File: src/design/rgoc_pkg.sv
// Package: shared types and constants for the read gene overlap counter.
package rgoc_pkg;

  localparam int unsigned MaxGenesDefault = 256;
  localparam logic [7:0]  QualityReset    = 8'd20;
  localparam logic [31:0] Sat32           = 32'hFFFF_FFFF;

  typedef enum logic [1:0] {
    ModeLoad  = 2'd0,
    ModeRead  = 2'd1,
    ModeQuery = 2'd2,
    ModeAlt   = 2'd3
  } mode_e;

  typedef enum logic [2:0] {
    StLoaded  = 3'd0,
    StPoor    = 3'd1,
    StAbsent  = 3'd2,
    StAssoc   = 3'd3,
    StOutside = 3'd4,
    StQuery   = 3'd5
  } status_e;

  typedef enum logic [2:0] {
    FsmIdle,
    FsmClear,
    FsmScan,
    FsmFinish,
    FsmQuery,
    FsmOut
  } fsm_e;

  // Controller to datapath
  typedef struct packed {
    logic capture;    // latch input item
    logic load;       // write gene slot
    logic scan_start; // begin gene sweep
    logic scan_step;  // process one slot
    logic clear_step; // step the reset pass pointer
    logic finish;     // finalize read item
    logic query_rd;   // read query slot
    logic query_out;  // form query result
    logic out_load;   // present result
  } ctrl_t;

  // Datapath to controller
  typedef struct packed {
    logic scan_last;
    logic clear_last;
    logic poor;
  } stat_t;

endpackage

File: src/design/rgoc_ctrl.sv
// Controller: sequences load, clear sweep, gene scan, query and output.
module rgoc_ctrl
  import rgoc_pkg::*;
(
  input  logic        clk_i,
  input  logic        rst_ni,
  input  logic        in_valid,
  output logic        in_stall,
  input  logic [1:0]  mode_i,
  input  logic        out_full_i,
  input  stat_t       stat_i,
  output ctrl_t       ctrl_o
);

  fsm_e state_q, state_d;
  logic accept;

  assign accept = (state_q == FsmIdle) && in_valid;
  assign in_stall = (state_q != FsmIdle);

  // Next state
  always_comb begin
    state_d = state_q;
    case (state_q)
      FsmClear: if (stat_i.clear_last) state_d = FsmIdle;
      FsmIdle: begin
        if (in_valid) begin
          case (mode_e'(mode_i))
            ModeLoad: state_d = FsmOut;
            ModeRead: state_d = FsmScan;
            default:  state_d = FsmQuery;
          endcase
        end
      end
      FsmScan:   if (stat_i.poor || stat_i.scan_last) state_d = FsmFinish;
      FsmFinish: state_d = FsmOut;
      FsmQuery:  state_d = FsmOut;
      FsmOut:    if (!out_full_i) state_d = FsmIdle;
      default:   state_d = FsmIdle;
    endcase
  end

  // Outputs
  always_comb begin
    ctrl_o = '0;
    case (state_q)
      FsmClear: ctrl_o.clear_step = 1'b1;
      FsmIdle: begin
        ctrl_o.capture = accept;
        ctrl_o.load = accept && (mode_e'(mode_i) == ModeLoad);
        ctrl_o.scan_start = accept;
      end
      FsmScan:   ctrl_o.scan_step = !stat_i.poor;
      FsmFinish: ctrl_o.finish = 1'b1;
      FsmQuery:  ctrl_o.query_out = 1'b1;
      FsmOut:    ctrl_o.out_load = !out_full_i;
      default:   ctrl_o = '0;
    endcase
    ctrl_o.query_rd = accept;
  end

  always_ff @(posedge clk_i or negedge rst_ni) begin
    if (!rst_ni) state_q <= FsmClear;
    else         state_q <= state_d;
  end

endmodule

File: config.mk
export PLATFORM = sky130hd
export DESIGN_NAME = rgoc_ctrl
export DESIGN_NICKNAME = d
export VERILOG_FILES = /design/src/design/rgoc_pkg.sv /design/src/design/rgoc_ctrl.sv
export SDC_FILE = /design/constraint.sdc
export NUM_CORES = 1
export LEC_CHECK = 0
export BUFFER_PORTS_ARGS = -buffer_cell sky130_fd_sc_hd__clkbuf_2
export CAP_MARGIN = 0
export CORE_AREA = 5 5 42 44
export CTS_CLUSTER_DIAMETER = 120
export DETAILED_ROUTE_END_ITERATION = 8
export DIE_AREA = 0 0 47 49
export GPL_TIMING_DRIVEN = 1
export PLACE_DENSITY = 0.46
export RECOVER_POWER = 100
export SYNTH_ARGS = -nofsm -noshare
export SYNTH_HDL_FRONTEND = slang
export SYNTH_SLANG_ARGS = --single-unit
File: constraint.sdc
create_clock -name clk_i -period 1.9 [get_ports clk_i]
set_clock_uncertainty 0.1 [all_clocks]
set_input_delay 0.285 -clock clk_i [delete_from_list [all_inputs] [get_ports clk_i]]
set_output_delay 0.285 -clock clk_i [all_outputs]
set_load 0.01 [all_outputs]
* Word-level counts from Yosys, hierarchy flattened
Index checks and enable logic that the tools add are counted.
Widths: inputs -> output; s select.
** Operators by class
- Eq/ne operators :: 10
- Muxes and demuxes :: 12
- Reductions and logical operators :: 10
** Operators with widths (number)
- $mux 3 :: 5
- $pmux 3 s5 :: 1
- $ne 2x2->1 const B :: 4
- $eq 3x2->1 const B :: 2
- $eq 3x3->1 const B :: 2
- $pmux 3 s2 :: 1
- $mux 1 :: 5
- $reduce_and 4->1 :: 1
- $eq 3x1->1 const B :: 1
- $logic_not 3->1 :: 1
- $reduce_bool 3->1 :: 1
- $eq 2x1->1 const B :: 1
- $logic_and 1x1->1 :: 2
- $logic_not 1->1 :: 2
- $logic_not 2->1 :: 1
- $reduce_or 2->1 :: 1
- $logic_or 1x1->1 :: 1
** Storage, ports and cells
- Flip-flop bits (word level) :: 3
- Word-level logic and storage cells :: 33

* Logic depth before layout (Yosys ltp)
Gate-level depths: netlist of the first run.
- Depth in word-level cells :: 4
- Gate-level depth with buffers :: 5

* Least setup slack after synthesis of the first run
OpenSTA, ideal clock, no wires.
- Path kind :: register -> output
- Start :: register state_q[0]
- End :: output port ctrl_o[2] (netlist name)
- Data arrival time :: 1.134 ns
- Data required time :: 1.515 ns
- Path slack :: 0.381 ns
- Stages on the path, launching flop included :: 6
- Path buffers :: 2
- Path through :: dfstp_2 > buf_6 > and2b_2 > nand2_1 > inv_1 > buf_4
** On the way
- Longest elaborated chain between the ends :: 2
** Ends and longest elaborated chain
- start: declaration :: line rgoc_ctrl.sv:15 : fsm_e state_q, state_d;
- start signal: assignment :: line rgoc_ctrl.sv:63 : if (!rst_ni) state_q <= FsmClear;
- start signal: assignment :: line rgoc_ctrl.sv:64 : else state_q <= state_d;
- $logic_not 3->1 :: line rgoc_ctrl.sv:18 : assign accept = (state_q == FsmIdle) && in_valid;
- $logic_and 1x1->1 :: line rgoc_ctrl.sv:18
- end: declaration :: line rgoc_ctrl.sv:12 : output ctrl_t ctrl_o
Every way passes these cells.

==> results of run 1 <==
through the flow:
step	utilization [%]	area, um^2	worst slack [ns]
after CTS	30.00	420.4	0.1161
after global routing	28.04	392.9	0.07601
after global placement	27.41	384.1	0.3768
after floorplan	-	330.3	0.3814
after detailed placement	27.41	384.1	0.3641
final	28.04	392.9	0.1616
routing by layer:
metal / up-vias / wire (um) / track usage (%)
li1: 153 / - / -
met1: 128 / 330 / 9.051
met2: 11 / 310 / 9.050
met3: 0 / 82 / 5.535
met4: 0 / 0 / 0
met5: - / 0 / 0
cell families (layout without fill, tap and decap cells):
group	Yosys count	in the layout	synth area share (%)
AOI/OAI and AO/OA	4	4	8.713
buffers and inverters	8	25	19.32
and+or+nand+nor	18	18	39.02
muxes	3	3	9.848
DFF	3	3	23.11
final cells by class:
cell class              instances  area, um^2  share of cell area, %
clock buffers                   4       26.28                  6.688
inverters                       2       7.507                  1.911
multi-input cells              25       173.9                  44.27
flip-flops and latches          3       76.32                  19.43
well taps                      16       20.02                  5.096
repair buffers                 19       88.84                  22.61
power by group:
part           switching, uW  total, uW  internal (uW)
combinational            133        271            138
sequential              67.4        168            100
clock                   29.0        107           78.4
total                    230        546            316
worst register-to-register path: cells and delay by family, from the launching register on:
kind               cells  cell delay [ns]
DFF                    1             0.46
and+or+nand+nor        1             0.42
muxes                  1             0.29
AOI/OAI and AO/OA      1             0.14
layout by cell type, fill, tap and decap left out, types with 2 or more instances in the layout:
cell,synthesis,routed
sky130_fd_sc_hd__nand2b_1,4,4
sky130_fd_sc_hd__clkbuf_2,0,9
sky130_fd_sc_hd__clkbuf_4,0,3
sky130_fd_sc_hd__clkbuf_1,0,10
sky130_fd_sc_hd__inv_1,2,2
sky130_fd_sc_hd__mux2_2,2,2
sky130_fd_sc_hd__dfrtp_1,2,2
sky130_fd_sc_hd__nor2_1,5,5
worst min-delay path by stage:
stage | startpoint | to | slack [ns] | depth (start not counted)
final | rst_ni | state_q[1] | 0.30 | 2
after global routing | rst_ni | state_q[1] | 0.32 | 2
after CTS | rst_ni | state_q[1] | 0.29 | 2
after global placement | rst_ni | state_q[2] | -0.01 | 1
after detailed placement | rst_ni | state_q[1] | -0.01 | 1
after floorplan | rst_ni | state_q[1] | -0.11 | 0
what timing repair did:
action | in CTS | in global routing
hold buffers | 1 | 0
setup buffers | 0 | 0
setup endpoints to repair | 0 | 0
hold endpoints to repair | 3 | 0
==> implementation parameters, run 1 <==
Parameter                              Value

Worst setup path
  Slowest-stage cell, CP ... sky130_fd_sc_hd__dfstp_2
  Largest fanout on the critical path ... 12
  Cell Chain, Critical Path ... and2b_2 > nand2_1 > inv_1 > clkbuf_1
  Gate family responsible for the most delay along the worst path ... flip-flops
  Launch instance of the worst register-to-register path ... state_q[2]
  Critical path buffer and inverter count ... 2
  Number of cell instances on the worst register-to-register path ... 3
  Type of the worst setup path ... flip-flop to primary output
  Data required time of the critical path ... 1.51 ns
  Stage delay of the slowest cell on the critical path ... 0.63 ns
  Worst setup path start ... state_q[0]
  Cell count along the critical path ... 4
  Worst Setup Start Kind ... flip-flop
  Capture point of the worst path ... ctrl_o[2]
  Crit. End Element ... primary output
  Worst reg-to-reg setup slack ... 0.40 ns
  Worst EP arrival ... 1.35 ns
  Capture instance of the worst register-to-register path ... state_q[0]

Synthesis
  Most repeated cell in the gate-level netlist after synthesis ... sky130_fd_sc_hd__nor2_1
  Post-Synthesis Cell Area ... 330.3 um^2
  Cell types occupying the most area after synthesis ... sky130_fd_sc_hd__dfrtp_1 15%, sky130_fd_sc_hd__buf_6 10%, sky130_fd_sc_hd__dfstp_2 8.0%
  Library cell occupying the most area in the post-synthesis netlist ... sky130_fd_sc_hd__dfrtp_1
  Sequential-to-total area share from yosys stat ... 23.11%
  Number of enable flip-flop cells after synthesis ... 0
  Yosys synthesis warning count ... 0
  Area fraction of the dominant cell type after synthesis ... 15.15%
  Mean instance size in the synthesized netlist ... 9.175 um^2
  Post-synthesis async set-or-reset flop share ... 100.0%
  Post-synth top flop ... sky130_fd_sc_hd__dfrtp_1
  Number of flip-flops and latches in the synthesized netlist ... 3
  Synth Instances ... 36
  Cell types with the highest counts after synthesis ... 5 x sky130_fd_sc_hd__nor2_1, 4 x sky130_fd_sc_hd__nand2b_1, 3 x sky130_fd_sc_hd__buf_4, 3 x sky130_fd_sc_hd__buf_6
  Nets in the synthesized netlist ... 45
  Count of different cell masters after synthesis ... 22

Placement
  Placer Congestion ... 0.6095
  I/O Buffers ... 18
  Placed instance count ... 64
  Detailed placement HPWL ... 601 um

Die
  Initial standard-cell utilization of the core ... 23.57%
  Row count ... 14
  Top-level port count ... 19
  Total core area ... 0.001401 mm^2
  Horiz. Die Dim ... 47 um
  Die height ... 49 um
  Total die area ... 0.002303 mm^2

Drt
  Routed Wire Length ... 723 um
  Via/cell ratio ... 4.232
  Vias post-DR ... 292
  First-pass iteration count of the detailed router ... 2
  DRC Markers ... 0
  WL per Instance ... 10.48 um
  Residual antenna-violating net count after detailed routing ... 0
  DR iter-0 viols ... 2

Global routing
  Remaining Overflow, GRT ... 0
  First-pass GRT wire length ... 1.124 mm
  Global-route usage over all layers ... 6.770%
  Via count of the first global-routing pass ... 267
  Number of antenna violations at the first check in global routing ... 0
  Largest net degree at the start of global routing ... 13

Clock tree
  Number of gates resized after CTS ... 0
  CTS tree ... built
  CTS clock-pin slew for the worst setup and hold paths ... 0.04 ns
  Cell at the root of the clock tree ... sky130_fd_sc_hd__clkbuf_4
  Number of sinks handled by clock tree synthesis ... 3
  Clock insertion delay at the later pin of the skew report ... 0.23 ns
  CTS H-tree depth ... 1
  Clock Path Buffers ... 2
  Inserted Clock Buffers ... 3

Timing
  Hold Vio Cnt, Final ... 0
  RSZ-0062 raised after global routing ... false
  Setup TNS ... 0 ns
  Total count of max-transition violations in the final report ... 0
  Portion of the clock cycle consumed by the worst path in the final layout ... 91.49%
  Worst-Margin Slew ... 0.3615 ns
  Finish-stage setup viols ... 0
  Highest attainable clock frequency ... 0.5753 GHz
  Tightest slew margin relative to the limit ... 75.56%
  Smallest hold slack ... 0.2982 ns
  Clock period minus worst slack ... 1.738 ns

Cells and area
  Final net count ... 63
  Final non-filler cell total ... 69
  Layout cells sized above 1 ... 35.85%
  Antenna diode count ... 0
  Biggest registers after layout ... state_q (3)
  Area added between synthesis and finish ... 18.94%
  Max reg flops ... 3
  Fill count ... 174
  Largest register by flop count ... state_q

Run status
  Run status ... finished clean

Pwr
  Maximum vdd ir drop ... 0.8572 mV
  PnR Total Power ... 545.8 uW
  Cell Pwr Density ... 1389 mW/mm^2
  Standby leakage power ... 0.0001920 uW

Hold path
  Class of the tightest hold or removal check ... input pin to async pin

Flow run
  Number of max-cap violations ... 0
Power figures use the tool's default switching activity.
==> run 2, diff against run 1 <==
--- a/config.mk
+++ b/config.mk
@@ -12,7 +12,7 @@
 export DETAILED_ROUTE_END_ITERATION = 8
 export DIE_AREA = 0 0 47 49
 export GPL_TIMING_DRIVEN = 1
-export PLACE_DENSITY = 0.46
+export PLACE_DENSITY_LB_ADDON = 0.1
 export RECOVER_POWER = 100
 export SYNTH_ARGS = -nofsm -noshare
 export SYNTH_HDL_FRONTEND = slang
==> run 2 against run 1 <==
Effect of this change:
- sequential share of layout area fell by 0.062 points
- critical path depth unchanged
- worst setup slack worse by 0.018 ns
- sequential power about the same
- largest cell class unchanged
- wire length grew 2.4%
- critical path type unchanged
- highest routed layer unchanged
- final cell count is the same
- cell area is 0.32% higher
- core utilization rose by 0.089 points
- critical endpoint is now ctrl_o[6]
- hold slack lost 0.012 ns
==> implementation parameters, run 2 (synthesized netlist as in run 1, its figures left out) <==
Parameter                              Value

Drt
  DRC Markers ... 0 (unchanged)
  DR iter-0 viols ... 4 (was 2)
  Routed Wire Length ... 740 um (was 723 um)
  First-pass iteration count of the detailed router ... 3 (was 2)
  Residual antenna-violating net count after detailed routing ... 0 (unchanged)
  WL per Instance ... 10.72 um (was 10.48 um)
  Via/cell ratio ... 4.232 (unchanged)
  Vias post-DR ... 292 (unchanged)

Run status
  Run status ... finished clean (unchanged)

Clock tree
  CTS H-tree depth ... 1 (unchanged)
  Cell at the root of the clock tree ... sky130_fd_sc_hd__clkbuf_4 (unchanged)
  Clock Path Buffers ... 2 (unchanged)
  Clock insertion delay at the later pin of the skew report ... 0.23 ns (about the same)
  CTS tree ... built (unchanged)
  CTS clock-pin slew for the worst setup and hold paths ... 0.04 ns (about the same)
  Inserted Clock Buffers ... 3 (unchanged)
  Number of sinks handled by clock tree synthesis ... 3 (unchanged)

Cells and area
  Biggest registers after layout ... state_q (3) (unchanged)
  Leading cell types in the layout, fill and taps excluded ... 10 x sky130_fd_sc_hd__clkbuf_1, 9 x sky130_fd_sc_hd__clkbuf_2, 5 x sky130_fd_sc_hd__nor2_1 (unchanged)
  Area added between synthesis and finish ... 19.32% (was 18.94%)
  Post-route standard cell area excluding fillers ... 394.1 um^2 (was 392.9 um^2)
  Most common cell after layout, fill and taps aside ... sky130_fd_sc_hd__clkbuf_1 (unchanged)
  Area of all sequential standard cells ... 76.32 um^2 (unchanged)
  Layout cells sized above 1 ... 37.74% (was 35.85%)
  Fill count ... 174 (unchanged)
  Footprint of the multi-input gates ... 175.2 um^2 (was 173.9 um^2)
  Antenna diode count ... 0 (unchanged)
  Final net count ... 63 (unchanged)
  Largest register by flop count ... state_q (unchanged)
  Max reg flops ... 3 (unchanged)

Timing
  Finish-stage setup viols ... 0 (unchanged)
  Setup TNS ... 0 ns (unchanged)
  Clock period minus worst slack ... 1.756 ns (was 1.738 ns)
  Final Worst Setup Slack ... 0.1440 ns (was 0.1616 ns)
  Total count of max-transition violations in the final report ... 0 (unchanged)
  Portion of the clock cycle consumed by the worst path in the final layout ... 92.42% (was 91.49%)
  Highest attainable clock frequency ... 0.5695 GHz (was 0.5753 GHz)
  RSZ-0062 raised after global routing ... false (unchanged)
  Smallest hold slack ... 0.2866 ns (was 0.2982 ns)
  Tightest slew margin relative to the limit ... 76.77% (was 75.56%)
  Worst-Margin Slew ... 0.3436 ns (was 0.3615 ns)
  Hold Vio Cnt, Final ... 0 (unchanged)

Die
  Top-level port count ... 19 (unchanged)
  Row count ... 14 (unchanged)
  Horiz. Die Dim ... 47 um (unchanged)
  Total core area ... 0.001401 mm^2 (unchanged)
  Initial standard-cell utilization of the core ... 23.57% (unchanged)
  Total die area ... 0.002303 mm^2 (unchanged)
  Die height ... 49 um (unchanged)

Placement
  I/O Buffers ... 18 (unchanged)
  Placer Congestion ... 0.6481 (was 0.6095)
  Worst slack after detailed placement ... 0.3471 ns (was 0.3641 ns)
  Placed cell area ... 384.1 um^2 (unchanged)
  Detailed placement HPWL ... 626.3 um (was 601 um)

Worst setup path
  Number of cell instances on the worst register-to-register path ... 3 (unchanged)
  Worst reg-to-reg setup slack ... 0.44 ns (was 0.40 ns)
  Critical path buffer and inverter count ... 2 (unchanged)
  Worst EP arrival ... 1.37 ns (was 1.35 ns)
  Cell Chain, Critical Path ... and2b_2 > nand2_1 > inv_1 > clkbuf_1 (unchanged)
  Capture instance of the worst register-to-register path ... state_q[0] (unchanged)
  Launch instance of the worst register-to-register path ... state_q[0] (was state_q[2])
  Gate family responsible for the most delay along the worst path ... flip-flops (unchanged)
  Slowest-stage cell, CP ... sky130_fd_sc_hd__dfstp_2 (unchanged)
  Largest fanout on the critical path ... 12 (unchanged)
  Worst Setup Start Kind ... flip-flop (unchanged)
  Type of the worst setup path ... flip-flop to primary output (unchanged)
  Data required time of the critical path ... 1.51 ns (about the same)
  Crit. End Element ... primary output (unchanged)
  Stage delay of the slowest cell on the critical path ... 0.63 ns (about the same)

Pwr
  Cell Pwr Density ... 1396 mW/mm^2 (was 1389 mW/mm^2)
  Standby leakage power ... 0.0001913 uW (was 0.0001920 uW)
  Maximum vdd ir drop ... 0.5134 mV (was 0.8572 mV)

Global routing
  Global-route usage over all layers ... 7.183% (was 6.770%)
  Number of antenna violations at the first check in global routing ... 0 (unchanged)
  Met2 track demand over resource ... 9.955% (was 9.050%)
  Via count of the first global-routing pass ... 276 (was 267)
  Most crowded layer after global routing ... met2 (was met1)
  Largest net degree at the start of global routing ... 13 (unchanged)
  Remaining Overflow, GRT ... 0 (unchanged)
  Met1 capacity usage during global routing ... 8.132% (was 9.051%)
  First-pass GRT wire length ... 1.166 mm (was 1.124 mm)
  Met3 capacity usage during global routing ... 6.642% (was 5.535%)

Hold path
  Class of the tightest hold or removal check ... input pin to async pin (unchanged)

Flow run
  Number of max-cap violations ... 0 (unchanged)
run 2: cell counts in the layout (fill, tap and decap cells not counted):
No cell type changed its count.
run 2: layout make-up:
cell class                 instances  area share, %
clock buffer                       4          6.667
timing repair buffer              19          22.54
tap                               16          5.079
multi-input combinational         25          44.44
sequential                         3          19.37
inverter                           2          1.905
run 2: timing repair:
item | 4_1_cts | 5_1_grt
setup buffers | 0 | 0
resized for setup | 0 | 0
endpoints found under the hold margin | 3 | 0
hold buffers | 1 | 0
run 2: power by group:
| group | switching, uW | leakage [uW] | total [uW] | internal (uW) |
|---|---|---|---|---|
| clock network | 32.7 | 0.0000150 | 111 | 78.7 |
| registers | 65.8 | 0.0000358 | 166 | 100 |
| logic | 134 | 0.000141 | 273 | 139 |
| total | 232 | 0.000191 | 550 | 318 |
run 2: metrics by stage:
step | std cells | utilization (%) | power (uW)
floorplan | 36 | - | 445.0
global placement | 64 | 27.41 | 481.2
detailed placement | 64 | 27.41 | 475.9
CTS | 69 | 30.00 | 594.5
global route | 69 | 28.13 | 613.7
finish | 69 | 28.13 | 550.1
run 2: worst max path at each step:
stage,start,endpoint,slack [ns],cells after the start
CTS,state_q[0],ctrl_o[8],0.09,4
finish,state_q[0],ctrl_o[6],0.14,4
global route,state_q[0],ctrl_o[2],0.04,4
detailed placement,state_q[0],ctrl_o[8],0.35,4
floorplan,state_q[0],ctrl_o[2],0.38,5
global placement,state_q[0],ctrl_o[6],0.37,4
run 2: metal layers:
| metal | up-vias | wire [um] | part of all wire (%) |
|---|---|---|---|
| li1 | 153 | - | - |
| met1 | 124 | 331 | 45 |
| met2 | 15 | 311 | 42 |
| met3 | 0 | 97 | 13 |
| met4 | 0 | 0 | 0 |
| met5 | - | 0 | 0 |
==> run 3, diff against run 2 <==
--- a/config.mk
+++ b/config.mk
@@ -5,12 +5,12 @@
 export SDC_FILE = /design/constraint.sdc
 export NUM_CORES = 1
 export LEC_CHECK = 0
+export ABC_CLOCK_PERIOD_IN_PS = 1900
 export BUFFER_PORTS_ARGS = -buffer_cell sky130_fd_sc_hd__clkbuf_2
-export CAP_MARGIN = 0
-export CORE_AREA = 5 5 42 44
+export CORE_MARGIN = 5
+export CORE_UTILIZATION = 25
 export CTS_CLUSTER_DIAMETER = 120
 export DETAILED_ROUTE_END_ITERATION = 8
-export DIE_AREA = 0 0 47 49
 export GPL_TIMING_DRIVEN = 1
 export PLACE_DENSITY_LB_ADDON = 0.1
 export RECOVER_POWER = 100
==> run 3 against run 2 <==
Effect of this change:
- non-clock buffer count stayed put
- wire length up 9.1%
- die area down 6.7%
- power rose by 4.5%
- largest cell class unchanged
- via count up 2.7%
- final cell count decreased by 1.4%
==> implementation parameters, run 3 (synthesized netlist as in run 1, its figures left out) <==
Parameter                              Value

Timing
  Finish-stage setup viols ... 0 (unchanged)
  Tightest slew margin relative to the limit ... 77.22% (was 76.77%)
  Portion of the clock cycle consumed by the worst path in the final layout ... 94.70% (was 92.42%)
  Worst-Margin Slew ... 0.3417 ns (was 0.3436 ns)
  Setup TNS ... 0 ns (unchanged)
  Clock period minus worst slack ... 1.799 ns (was 1.756 ns)
  Total count of max-transition violations in the final report ... 0 (unchanged)
  Hold Vio Cnt, Final ... 0 (unchanged)
  Final Worst Setup Slack ... 0.1007 ns (was 0.1440 ns)
  Highest attainable clock frequency ... 0.5558 GHz (was 0.5695 GHz)
  RSZ-0062 raised after global routing ... false (unchanged)

Global routing
  Met2 track demand over resource ... 13.74% (was 9.955%)
  Remaining Overflow, GRT ... 0 (unchanged)
  Number of antenna violations at the first check in global routing ... 0 (unchanged)
  Global-route usage over all layers ... 8.868% (was 7.183%)
  First-pass GRT wire length ... 1.338 mm (was 1.166 mm)
  Met1 capacity usage during global routing ... 10.65% (was 8.132%)
  Via count of the first global-routing pass ... 301 (was 276)
  Largest net degree at the start of global routing ... 13 (unchanged)
  Most crowded layer after global routing ... met2 (unchanged)
  Met3 capacity usage during global routing ... 1.172% (was 6.642%)

Clock tree
  Number of gates resized after CTS ... 0 (unchanged)
  CTS tree ... built (unchanged)
  CTS clock-pin slew for the worst setup and hold paths ... 0.04 ns (about the same)
  Clock Path Buffers ... 2 (unchanged)
  Setup Buffers After CTS ... 0 (unchanged)
  Cell at the root of the clock tree ... sky130_fd_sc_hd__clkbuf_4 (unchanged)
  Hold-fix buffer count after cts ... 1 (unchanged)
  CTS H-tree depth ... 1 (unchanged)
  Inserted Clock Buffers ... 3 (unchanged)
  Number of sinks handled by clock tree synthesis ... 3 (unchanged)
  Clock insertion delay at the later pin of the skew report ... 0.23 ns (about the same)

Worst setup path
  Cell Chain, Critical Path ... and2b_2 > nand2_1 > inv_1 > clkbuf_2 (was and2b_2 > nand2_1 > inv_1 > clkbuf_1)
  Largest fanout on the critical path ... 12 (unchanged)
  Worst Setup Start Kind ... flip-flop (unchanged)
  Launch instance of the worst register-to-register path ... state_q[0] (unchanged)
  Data required time of the critical path ... 1.51 ns (about the same)
  Critical path buffer and inverter count ... 2 (unchanged)
  Slowest-stage cell, CP ... sky130_fd_sc_hd__dfstp_2 (unchanged)
  Number of cell instances on the worst register-to-register path ... 3 (unchanged)
  Type of the worst setup path ... flip-flop to primary output (unchanged)
  Crit. End Element ... primary output (unchanged)
  Worst EP arrival ... 1.41 ns (was 1.37 ns)
  Worst reg-to-reg setup slack ... 0.40 ns (was 0.44 ns)
  Capture instance of the worst register-to-register path ... state_q[0] (unchanged)
  Stage delay of the slowest cell on the critical path ... 0.65 ns (was 0.63 ns)
  Gate family responsible for the most delay along the worst path ... flip-flops (unchanged)

Die
  Total core area ... 0.001269 mm^2 (was 0.001401 mm^2)
  Row count ... 13 (was 14)
  Die height ... 46.35 um (was 49 um)
  Initial standard-cell utilization of the core ... 26.04% (was 23.57%)
  Top-level port count ... 19 (unchanged)
  Total die area ... 0.002148 mm^2 (was 0.002303 mm^2)
  Horiz. Die Dim ... 46.35 um (was 47 um)

Cells and area
  Final non-filler cell total ... 68 (was 69)
  Fill count ... 155 (was 174)
  Area added between synthesis and finish ... 24.62% (was 19.32%)
  Layout cells sized above 1 ... 45.28% (was 37.74%)
  Biggest registers after layout ... state_q (3) (unchanged)
  Most common cell after layout, fill and taps aside ... sky130_fd_sc_hd__clkbuf_2 (was sky130_fd_sc_hd__clkbuf_1)
  Antenna diode count ... 0 (unchanged)
  Max reg flops ... 3 (unchanged)
  Largest register by flop count ... state_q (unchanged)
  Leading cell types in the layout, fill and taps excluded ... 12 x sky130_fd_sc_hd__clkbuf_2, 7 x sky130_fd_sc_hd__clkbuf_1, 5 x sky130_fd_sc_hd__nor2_1 (was 10 x sky130_fd_sc_hd__clkbuf_1, 9 x sky130_fd_sc_hd__clkbuf_2, 5 x sky130_fd_sc_hd__nor2_1)
  Final net count ... 63 (unchanged)

Drt
  DR iter-0 viols ... 3 (was 4)
  Vias post-DR ... 300 (was 292)
  DRC Markers ... 0 (unchanged)
  Via/cell ratio ... 4.412 (was 4.232)
  First-pass iteration count of the detailed router ... 2 (was 3)
  WL per Instance ... 11.87 um (was 10.72 um)
  Residual antenna-violating net count after detailed routing ... 0 (unchanged)
  Routed Wire Length ... 807 um (was 740 um)

Hold path
  Class of the tightest hold or removal check ... input pin to async pin (unchanged)

Pwr
  Cell Pwr Density ... 1397 mW/mm^2 (was 1396 mW/mm^2)
  Maximum vdd ir drop ... 0.4629 mV (was 0.5134 mV)
  Standby leakage power ... 0.0002044 uW (was 0.0001913 uW)

Placement
  Detailed placement HPWL ... 642.5 um (was 626.3 um)
  Placer Congestion ... 0.6875 (was 0.6481)
  Worst slack after detailed placement ... 0.3502 ns (was 0.3471 ns)
  I/O Buffers ... 18 (unchanged)
  Placed instance count ... 63 (was 64)

Flow run
  Number of max-cap violations ... 0 (unchanged)

Run status
  Run status ... finished clean (unchanged)
## run 3: cell types whose count changed in the layout (fill, tap and decap cells not counted)
cell	delta
sky130_fd_sc_hd__clkbuf_1	-3
sky130_fd_sc_hd__clkbuf_2	+3
sky130_fd_sc_hd__nor4b_1	-1
sky130_fd_sc_hd__nor4b_4	+1
## run 3: metal layers
layer	share of wire [%]	wire length, um
met5	0	0
met4	2.0	16
met3	7.8	63
met2	46	368
met1	44	359
## run 3: per-stage QoR
| step | hold slack (ns) | area (um^2) | utilization (%) | total power, uW |
|---|---|---|---|---|
| after floorplan | -0.1106 | 330.3 | - | 445.0 |
| after global placement | -0.01654 | 382.9 | 30.18 | 472.6 |
| after detailed placement | -0.01559 | 382.9 | 30.18 | 479.0 |
| after CTS | 0.2725 | 419.2 | 33.04 | 597.5 |
| after global routing | 0.3062 | 411.6 | 32.45 | 631.3 |
| final | 0.2873 | 411.6 | 32.45 | 575.0 |
## run 3: worst max-delay path by stage
stage | start | to | cells past startpoint
detailed placement | state_q[0] | ctrl_o[6] | 4
global placement | state_q[0] | ctrl_o[2] | 4
finish | state_q[0] | ctrl_o[2] | 4
global route | state_q[0] | ctrl_o[8] | 4
floorplan | state_q[0] | ctrl_o[2] | 5
CTS | state_q[0] | ctrl_o[6] | 4
## run 3: worst reg2reg max path: cells and delay by family (launching register included)
family | cells | cell delay (ns)
flip-flops | 1 | 0.65
multiplexers | 2 | 0.46
AO/OA/AOI/OAI | 1 | 0.22
## run 3: layout make-up
type / instances / area, um^2 / share of cell area, %
inverter: 2 / 7.507 / 1.824
clock buffer: 4 / 26.28 / 6.383
sequential: 3 / 76.32 / 18.54
tap: 15 / 18.77 / 4.559
timing repair buffer: 19 / 92.59 / 22.49
multi-input combinational: 25 / 190.2 / 46.20
## run 3: power by group
part	switching, uW	internal, uW
Combinational	137	147
Clock	32.0	78.6
Sequential	79.6	100
Total	249	326
